### src/sv/ils_pkg.sv
// ----------------------------------------------------------------------------
// ils_pkg
// Shared types and constants for the indexed list store.
// ----------------------------------------------------------------------------
package ils_pkg;

    localparam int DEPTH      = 16;
    localparam int DATA_WIDTH = 32;

    localparam int OP_W   = 3;
    localparam int POS_W  = 5;
    localparam int ST_W   = 2;
    localparam int SIZE_W = 5;

    localparam int CNT_W = $clog2(DEPTH + 1);
    localparam int IDX_W = $clog2(DEPTH);
    localparam int CMP_W = (CNT_W > POS_W) ? CNT_W : POS_W;

    localparam int S_DATA_W = ((POS_W + DATA_WIDTH + 7) / 8) * 8;
    localparam int M_DATA_W = ((DATA_WIDTH + SIZE_W + 1 + 7) / 8) * 8;

    typedef enum logic [OP_W-1:0] {
        OP_APPEND = 3'd0,
        OP_INSERT = 3'd1,
        OP_GET    = 3'd2,
        OP_SET    = 3'd3,
        OP_REMOVE = 3'd4,
        OP_CLEAR  = 3'd5
    } t_op;

    typedef enum logic [ST_W-1:0] {
        ST_OK    = 2'd0,
        ST_RANGE = 2'd1,
        ST_FULL  = 2'd2
    } t_status;

    typedef enum logic [1:0] {
        ACT_NONE,
        ACT_WRITE,
        ACT_INSERT,
        ACT_REMOVE
    } t_act;

    typedef struct packed {
        t_act             act;
        logic [CMP_W-1:0] pos;
        logic [CMP_W-1:0] count;
    } t_cell_cmd;

endpackage

### src/sv/ils_cell.sv
// ----------------------------------------------------------------------------
// ils_cell
// One list entry: holds, loads the new word, or takes a neighbor's entry.
// ----------------------------------------------------------------------------
module ils_cell
    import ils_pkg::*;
(
    input  logic                  i_clk,
    input  t_cell_cmd             i_cmd,
    input  logic [CMP_W-1:0]      i_index,
    input  logic [DATA_WIDTH-1:0] i_left,
    input  logic [DATA_WIDTH-1:0] i_right,
    input  logic [DATA_WIDTH-1:0] i_elem,
    output logic [DATA_WIDTH-1:0] o_data
);

    logic [DATA_WIDTH-1:0] r_data;
    logic [DATA_WIDTH-1:0] n_data;
    logic [CMP_W-1:0]      w_next_index;

    assign w_next_index = i_index + CMP_W'(1);

    always_comb begin
        n_data = r_data;
        case (i_cmd.act)
            ACT_WRITE: begin
                if (i_index == i_cmd.pos) n_data = i_elem;
            end
            ACT_INSERT: begin
                if (i_index == i_cmd.pos) begin
                    n_data = i_elem;
                end else if (i_index > i_cmd.pos && i_index <= i_cmd.count) begin
                    n_data = i_left;
                end
            end
            ACT_REMOVE: begin
                if (i_index >= i_cmd.pos && w_next_index < i_cmd.count) n_data = i_right;
            end
            default: begin
                n_data = r_data;
            end
        endcase
    end

    always_ff @(posedge i_clk) begin
        r_data <= n_data;
    end

    assign o_data = r_data;

endmodule

### src/sv/indexed_list_store.sv
// ----------------------------------------------------------------------------
// indexed_list_store
// Ordered list held in a row of shifting cells; append, insert, get, set,
// remove and clear, one operation per word.
// ----------------------------------------------------------------------------
//  channel  dir  fields (tdata low bit up | tuser)
//  s_axis   in   position, element_in     | opcode
//  m_axis   out  element_out, list_size, is_empty | status
//
//  one word per cycle unless a held result stalls input: each operation
//  finishes in the cycle it is accepted, all cells shifting together
//  the result lands in an output register in the cycle after acceptance
//  a held result stalls input only while m_axis_tready is low
//  reset clears the entry count and the output valid; cell contents are kept
// ----------------------------------------------------------------------------
module indexed_list_store
    import ils_pkg::*;
(
    input  logic                i_clk,
    input  logic                i_rst_n,
    input  logic                i_s_tvalid,
    output logic                o_s_tready,
    input  logic [S_DATA_W-1:0] i_s_tdata,   // position, element_in, zero pad
    input  logic [OP_W-1:0]     i_s_tuser,   // opcode
    output logic                o_m_tvalid,
    input  logic                i_m_tready,
    output logic [M_DATA_W-1:0] o_m_tdata,   // element_out, list_size, is_empty, zero pad
    output logic [ST_W-1:0]     o_m_tuser    // status
);

    logic [POS_W-1:0]      w_pos;
    logic [DATA_WIDTH-1:0] w_elem;
    logic [OP_W-1:0]       w_op;
    logic                  w_accept;

    logic [CMP_W-1:0]      w_pos_c;
    logic [CMP_W-1:0]      w_cnt_c;
    logic                  w_full;
    logic [DATA_WIDTH-1:0] w_cells [DEPTH];
    logic [DATA_WIDTH-1:0] w_rd;

    t_cell_cmd             w_cmd;
    t_status               w_status;
    logic [DATA_WIDTH-1:0] w_result;

    logic [CNT_W-1:0]      r_count;
    logic [CNT_W-1:0]      n_count;
    logic                  r_valid;
    t_status               r_status;
    logic [DATA_WIDTH-1:0] r_result;
    logic [CNT_W-1:0]      r_size;

    assign w_pos  = i_s_tdata[POS_W-1:0];
    assign w_elem = i_s_tdata[POS_W +: DATA_WIDTH];
    assign w_op   = i_s_tuser;

    assign o_s_tready = !r_valid || i_m_tready;
    assign w_accept   = i_s_tvalid && o_s_tready;

    assign w_pos_c = CMP_W'(w_pos);
    assign w_cnt_c = CMP_W'(r_count);
    assign w_full  = (w_cnt_c == CMP_W'(DEPTH));
    assign w_rd    = w_cells[w_pos_c[IDX_W-1:0]];

    always_comb begin
        w_cmd.act   = ACT_NONE;
        w_cmd.pos   = w_pos_c;
        w_cmd.count = w_cnt_c;
        w_status    = ST_OK;
        w_result    = '0;
        n_count     = r_count;
        case (w_op)
            OP_APPEND: begin
                if (w_full) begin
                    w_status = ST_FULL;
                end else begin
                    w_cmd.act = ACT_WRITE;
                    w_cmd.pos = w_cnt_c;
                    n_count   = r_count + CNT_W'(1);
                end
            end
            OP_INSERT: begin
                if (w_pos_c > w_cnt_c) begin
                    w_status = ST_RANGE;
                end else if (w_full) begin
                    w_status = ST_FULL;
                end else begin
                    w_cmd.act = ACT_INSERT;
                    n_count   = r_count + CNT_W'(1);
                end
            end
            OP_GET: begin
                if (w_pos_c >= w_cnt_c) w_status = ST_RANGE;
                else                    w_result = w_rd;
            end
            OP_SET: begin
                if (w_pos_c >= w_cnt_c) begin
                    w_status = ST_RANGE;
                end else begin
                    w_result  = w_rd;
                    w_cmd.act = ACT_WRITE;
                end
            end
            OP_REMOVE: begin
                if (w_pos_c >= w_cnt_c) begin
                    w_status = ST_RANGE;
                end else begin
                    w_result  = w_rd;
                    w_cmd.act = ACT_REMOVE;
                    n_count   = r_count - CNT_W'(1);
                end
            end
            OP_CLEAR: begin
                n_count = '0;
            end
            default: begin
                w_status = ST_OK;
            end
        endcase
        if (!w_accept) begin
            w_cmd.act = ACT_NONE;
            n_count   = r_count;
        end
    end

    for (genvar j = 0; j < DEPTH; j++) begin : g_cell
        logic [DATA_WIDTH-1:0] w_left;
        logic [DATA_WIDTH-1:0] w_right;

        if (j == 0) begin : g_first
            assign w_left = '0;
        end else begin : g_mid_l
            assign w_left = w_cells[j-1];
        end

        if (j == DEPTH - 1) begin : g_last
            assign w_right = '0;
        end else begin : g_mid_r
            assign w_right = w_cells[j+1];
        end

        ils_cell u_cell (
            .i_clk   (i_clk),
            .i_cmd   (w_cmd),
            .i_index (CMP_W'(j)),
            .i_left  (w_left),
            .i_right (w_right),
            .i_elem  (w_elem),
            .o_data  (w_cells[j])
        );
    end

    always_ff @(posedge i_clk) begin
        if (!i_rst_n) begin
            r_count <= '0;
            r_valid <= 1'b0;
        end else begin
            r_count <= n_count;
            if (w_accept) r_valid <= 1'b1;
            else if (i_m_tready) r_valid <= 1'b0;
        end
    end

    always_ff @(posedge i_clk) begin
        if (w_accept) begin
            r_status <= w_status;
            r_result <= w_result;
            r_size   <= n_count;
        end
    end

    assign o_m_tvalid = r_valid;
    assign o_m_tuser  = r_status;
    assign o_m_tdata  = M_DATA_W'({(r_size == '0),
                                   SIZE_W'(CMP_W'(r_size)),
                                   r_result});

endmodule

### config.mk
export PLATFORM = sky130hd
export DESIGN_NAME = indexed_list_store
export DESIGN_NICKNAME = d
export VERILOG_FILES = /design/src/sv/ils_pkg.sv /design/src/sv/ils_cell.sv /design/src/sv/indexed_list_store.sv
export SDC_FILE = /design/constraint.sdc
export NUM_CORES = 1
export LEC_CHECK = 0
export BUFFER_PORTS_ARGS = -buffer_cell sky130_fd_sc_hd__clkbuf_2
export CAP_MARGIN = 10
export CORE_MARGIN = 1.5
export CORE_UTILIZATION = 25
export DETAILED_ROUTE_END_ITERATION = 8
export PLACE_DENSITY_LB_ADDON = 0.05
export SLEW_MARGIN = 5
export SYNTH_ARGS = -nofsm -noshare
export SYNTH_HDL_FRONTEND = slang
export SYNTH_SLANG_ARGS = --single-unit
### constraint.sdc
create_clock -name i_clk -period 13.4 [get_ports i_clk]
set_input_delay 1.34 -clock i_clk [delete_from_list [all_inputs] [get_ports i_clk]]
set_output_delay 1.34 -clock i_clk [all_outputs]
set_load 0.005 [all_outputs]
==> flow_summary.yaml, run 1 <==
route:
  drt_iter0_markers: 3035
  viasPerCell: 6.39
  routed_wl_mm: 151
  drc: 0
  vias: 25500
  drtPass1Iterations: 7
  ant_nets: 0
  wl_per_cell_microns: 38.0
synth:
  yosys.area_share.adder_pct: 0.393
  synthXorXnorAreaFrac_pct: 0.0275
  synth_cell_types: 75
  synth-edff-count: 551
  synth_compound_area_share_pct: 19.7
  syn_area_sq_um: 31800
  yosysSeqAreaShare_pct: 52.3
  synth-async-reset-ratio_pct: 0
  ys_ff_latch: 557
  synth_top_family_by_area: "compound AO/OA/AOI/OAI gates"
  ys_warn_count: 0
  synth_simple_gate_area_share_pct: 11.7
  syn_avg_cell_area_sq_um: 13.5
  netlist_instances: 2363
  ys.flop_type: "edfxtp_1"
  synth_mux_area_share_pct: 11.4
clocking:
  cts_sinks: 557
  clk_latency_ps: 660
  clk_pin_slew_ps: 60
  cts_resized: 0
  cts_setup_buffers: 0
  cts_buffers: 75
  cts_root_buffer: "clkbuf_16"
  holdBufCountCts: 0
  cts_buffer_depth: 3
  htree_levels: 3
  cts_tree: "done"
place:
  gp_congestion: 0.793
  place_inst: 3848
  io_buffers: 85
  hpwl_mm: 73.7
  place_ws_ps: 7080
  dpl_cell_area_sq_um: 34100
die:
  core_sq_um: 126000
  io_pins: 91
  fp.dieH_microns: 360
  start_util_pct: 25.3
  die_w_microns: 360
  rows: 130
  dieArea_sq_um: 130000
global_routing:
  met2_usage_pct: 36.4
  grtUsageMet1_pct: 32.1
  busiest_layer: "met2"
  grt_use_total_pct: 22.9
  grt_pass1_wl_mm: 211
  gr-total-overflow: 0
  grt_pass1_vias: 25300
  use_met3_pct: 3.75
  grt_max_degree: 192
  antenna_found_initial: 10
sta:
  fin_tns_setup_ps: 0
  setup_violations: 0
  worst_pin_slew_ps: 1210
  hold_viol_final: 0
  report.final.slew_viol_count: 0
  finalCriticalPeriod_ps: 5720
  finalClockSkew_ps: 24.5
  rsz0062_at_grt: "no"
  finalCritPeriodShare_pct: 42.7
  fmax_ghz: 0.175
  slew_headroom_pct: 19.1
  fin_ws_ps: 7680
critical_path:
  cp_max_fo: 66
  path_class: "in -> reg"
  worstSetupEndpointType: "flop"
  cp.arrival_ps: 6230
  worstSetupStartpointType: "primary input"
  rrSetupSlack_ps: 7860
  critical_path_required_ps: 13910
layout:
  nets: 2332
  final_area_sq_um: 36500
  layout-drive-gt1-share_pct: 21.6
  area.growth.synth_to_final_pct: 14.5
  regArea_sq_um: 16700
  fillCellCount: 12600
  final_cells: 3990
  multi_input_area_sq_um: 14300
power_and_ir_drop:
  p_per_area_nw_per_um2: 125
  p_leak_nw: 13.4
  peakVddDrop_v: 0.0000817
worst_hold_path:
  hp-class: "reg -> reg"
job:
  maxCapViolations: 0
status:
  outcome: "complete, no violations"
## per-stage QoR
| step | utilization [%] | hold WS, ps | total power [mW] |
|---|---|---|---|
| CTS | 28.9 | 543 | 4.62 |
| finish | 28.9 | 535 | 4.57 |
| floorplan | - | 537 | 2.38 |
| global route | 28.9 | 587 | 4.71 |
| global placement | 27.1 | 521 | 2.59 |
| detailed placement | 27.1 | 537 | 2.59 |
## path summary, 6_finish.rpt
path                                    from                            to  depth (start not counted)
worst min register to register    o_m_tvalid                    o_m_tvalid                          2
worst max register to register    r_count[0]   g_cell[11].u_cell.o_data[8]                          9
worst min-delay path              o_m_tvalid                    o_m_tvalid                          2
worst max-delay path            i_s_tdata[0]  g_cell[13].u_cell.o_data[20]                         12
## cell usage in the layout, fill, tap and decap left out, drive strengths merged, types with 4 or more instances in the layout
cell    netlist  final
buf         135     78
diode         0      6
a31oi         6      6
a311oi        4      4
and3        453    453
mux4        159    159
nand2b        5      5
nand3        22     22
o31ai         5      5
inv          11     13
a221oi        5      5
a22o         68     68
dfxtp         6      6
nor2         25     25
nand2        31     31
nand4         5      5
clkinv        2     37
a221o       450    450
nor3         21     21
edfxtp      551    551
nor2b        35     35
o21a          7      7
a211oi       11     11
ha           10     10
o211ai        7      7
o21ai        34     34
o22ai        23     23
bufinv        0      5
a21oi        29     29
clkbuf      193    175
## Yosys cell counts, drive strengths merged, types with 4 or more instances
cell	number	area, sq um
edfxtp	551	16500
o21a	7	52.6
o21ai	34	181
ha	10	125
nand4	5	31.3
clkbuf	193	724
inv	11	41.3
nand2	31	124
a22o	68	596
nand2b	5	31.3
a221oi	5	50.0
buf	135	638
o211ai	7	57.6
and3	453	2830
o31ai	5	52.6
a21oi	29	156
mux4	159	3580
a211oi	11	82.6
nand3	22	135
nor2b	35	219
a221o	450	4500
a31oi	6	37.5
a311oi	4	35.0
dfxtp	6	120
o22ai	23	194
nor2	25	114
nor3	21	110
## worst max-delay path: stages
cell and delay (ps):
clkbuf_8 480, inv_1 290, ha_1 370, nand2b_1 140, a21oi_1 430, o211ai_2 120
buf_4 210, nor2_4 70, buf_4 700, buf_4 840, buf_4 790, a221o_1 290
## flip-flops by register name, indices dropped and copies added, names as in the netlist
register              flops
r_result                 32
r_size                    5
o_m_tvalid                1
o_m_tuser                 2
g_cell.u_cell.o_data    512
r_count                   5
## metal layers
metal	part of all wire, %	wire length, microns	vias to the layer above
met5	0.0053	8	-
met4	2.3	3430	2
met2	47	70500	1495
met1	43	65500	13800
li1	-	-	10000
met3	7.9	12000	208
## cell type report
class,instances,area share (%)
Clock buffer,91,5.43
Sequential cell,557,45.7
Multi-Input combinational cell,1466,39.1
Antenna cell,6,0.0412
Inverter,13,0.141
Clock inverter,45,1.02
Timing Repair Buffer,162,2.94
Tap cell,1650,5.66
## cell families after synthesis
family | Yosys count
AO/OA/AOI/OAI | 677
XOR/XNOR | 1
adder cells (fa/ha/maj) | 10
buffers and inverters | 341
flip-flops | 557
multiplexers | 164
other | 1
AND/OR/NAND/NOR | 612
## report_power, final
group | switching (mW) | total [mW] | leakage (nW) | internal, mW
logic | 0.322 | 0.521 | 7.13 | 0.198
registers | 0.0408 | 2.04 | 5.10 | 2.00
clock network | 0.859 | 2.01 | 1.15 | 1.15
Power figures use the tool's default switching activity.
==> inputs of run 2 (changes only) <==
==> constraint.sdc (replaced) <==
create_clock -name i_clk -period 4.96 [get_ports i_clk]
set_input_delay 0.496 -clock i_clk [delete_from_list [all_inputs] [get_ports i_clk]]
set_output_delay 0.496 -clock i_clk [all_outputs]
set_load 0.005 [all_outputs]
==> run 2 against run 1 <==
Against the previous run: clock power rose to 2.6 times the previous value; routed wire length up 0.19%; die area unchanged; sequential cell count unchanged; global-route usage about the same; largest cell class unchanged; highest routed layer unchanged.
==> flow_summary.yaml, run 2 (same netlist as run 1, synthesis figures left out) <==
global_routing:
  grt_use_total_pct: 22.9
  grt_max_degree: 140
  antenna_found_initial: 7
  grt_pass1_wl_mm: 212
  gr-total-overflow: 0
  grt_pass1_vias: 25600
worst_hold_path:
  min_to: "o_m_tvalid"
  hold_start: "i_s_tvalid"
  whs_path_depth: 3
  hp-class: "in -> reg"
critical_path:
  worstSetupEndpointType: "flop"
  path_class: "reg -> reg"
  crit_slowest_cell: "buf_4"
  reg2reg_from: "r_count[1]"
  critical_path_required_ps: 5340
  worstSetupStartpointType: "flop"
  rr_worst_depth: 11
  cpLargestDelayFamily: "buffers and inverters"
  rrSetupSlack_ps: 970
  cp_max_fo: 33
  path_cells: "inv_1 -> buf_4 -> ha_1 -> and4bb_1 -> nor2_4 -> o21ai_1 -> nand3_2 -> buf_4 -> o22ai_4 -> buf_4 -> a221o_1"
  r2r-end: "g_cell[14].u_cell.o_data[20]"
  cp.arrival_ps: 4370
  cp_common_cell: "buf_4"
  path_buf_inv: 4
  cpPeakStageDelay_ps: 600
layout:
  largest_reg_flops: 512
  fillCellCount: 12500
  final_area_sq_um: 37200
  nets: 2382
  final_common_cell: "edfxtp_1"
  layout-drive-gt1-share_pct: 22.8
  mostFrequentLayoutCells: "edfxtp_1, and3_1, a221o_1"
  area.growth.synth_to_final_pct: 17.0
route:
  drt_iter0_markers: 2707
  ant_nets: 0
  vias: 25500
  viasPerCell: 6.34
  wl_per_cell_microns: 37.7
  drc: 0
  drtPass1Iterations: 5
  routed_wl_mm: 152
die:
  fp.dieH_microns: 360
  io_pins: 91
  die_w_microns: 360
  core_sq_um: 126000
  start_util_pct: 25.3
  dieArea_sq_um: 130000
  rows: 130
sta:
  slew_headroom_pct: 20.2
  hold_viol_final: 0
  rsz0062_at_grt: "no"
  setup_violations: 0
  finalCriticalPeriod_ps: 3990
  fin_tns_setup_ps: 0
  fmax_ghz: 0.251
  finalCritPeriodShare_pct: 80.4
  report.final.slew_viol_count: 0
  finalClockSkew_ps: 23.4
  worst_pin_slew_ps: 1190
power_and_ir_drop:
  peakVddDrop_v: 0.000228
  p_leak_nw: 13.7
  p_per_area_nw_per_um2: 329
clocking:
  cts_buffers: 73
  cts_setup_buffers: 0
  clk_latency_ps: 650
  cts_sinks: 557
  htree_levels: 3
  cts_resized: 0
  cts_buffer_depth: 3
  cts_tree: "done"
  cts_root_buffer: "clkbuf_16"
  clk_pin_slew_ps: 60
  holdBufCountCts: 0
place:
  hpwl_mm: 81.1
  dpl_cell_area_sq_um: 35000
  gp_congestion: 0.801
  io_buffers: 85
job:
  maxCapViolations: 0
status:
  outcome: "complete, no violations"
==> run 2: cell count changes in the layout (fill, tap and decap cells not counted), moves of 3 or more <==
cell and change:
buf_12 +38, buf_4 +14, clkbuf_1 +7, clkinv_2 -8, clkinvlp_4 -3, diode_2 -5
==> run 2: cell type report <==
class                      instances  area, sq um  area share [%]
clock inverter                    30          275           0.739
multi-input combinational       1466        14300            38.3
inverter                          13         51.3           0.138
tap                             1650         2060            5.54
timing repair buffer             214         1940            5.21
antenna                            1         2.50         0.00672
sequential                       557        16700            44.7
clock buffer                      97         1980            5.32
==> run 2: through the flow <==
step / power (mW) / hold slack (ps) / util (%) / instances / setup slack, ps
floorplan: 6.42 / 537 / - / 2364 / 142
global placement: 7.05 / 540 / 27.8 / 3900 / 939
detailed placement: 7.06 / 538 / 27.8 / 3900 / 957
global route: 12.6 / 114 / 29.5 / 4027 / 822
finish: 12.3 / 94.4 / 29.5 / 4028 / 972
CTS: 12.4 / 51.0 / 29.5 / 4027 / 1020
==> run 2: where the power goes <==
group | switching [mW] | total [mW] | internal (mW) | leakage, nW
combinational | 0.881 | 1.46 | 0.580 | 7.53
clock | 2.23 | 5.29 | 3.05 | 1.10
sequential | 0.109 | 5.51 | 5.40 | 5.10
total | 3.22 | 12.3 | 9.03 | 13.7
==> run 2: worst min-delay path, cell delays in order <==
cell,delay (ps)
clkbuf_2,90
inv_1,40
a21oi_1,50
==> run 2: how the worst max path moves through the flow <==
stage                 start                           end  slack, ps  cells past startpoint
2_1_floorplan    i_m_tready    g_cell[3].u_cell.o_data[0]        140                      8
6_report         r_count[1]  g_cell[14].u_cell.o_data[20]        970                     11
3_3_place_gp   i_s_tdata[0]  g_cell[14].u_cell.o_data[19]        940                     13
4_1_cts          r_count[1]  g_cell[14].u_cell.o_data[20]       1020                     11
3_5_place_dp   i_s_tdata[0]  g_cell[14].u_cell.o_data[20]        960                     13
5_1_grt          r_count[1]  g_cell[12].u_cell.o_data[16]        820                     10
==> run 2: layer usage <==
| metal | vias up | global-route usage (%) | routed length, microns |
|---|---|---|---|
| met5 | - | 0 | 13 |
| met4 | 2 | 7.71 | 4810 |
| met3 | 274 | 4.15 | 12000 |
| met2 | 1432 | 34.9 | 67800 |
| met1 | 13700 | 32.5 | 67100 |
| li1 | 10100 | - | - |
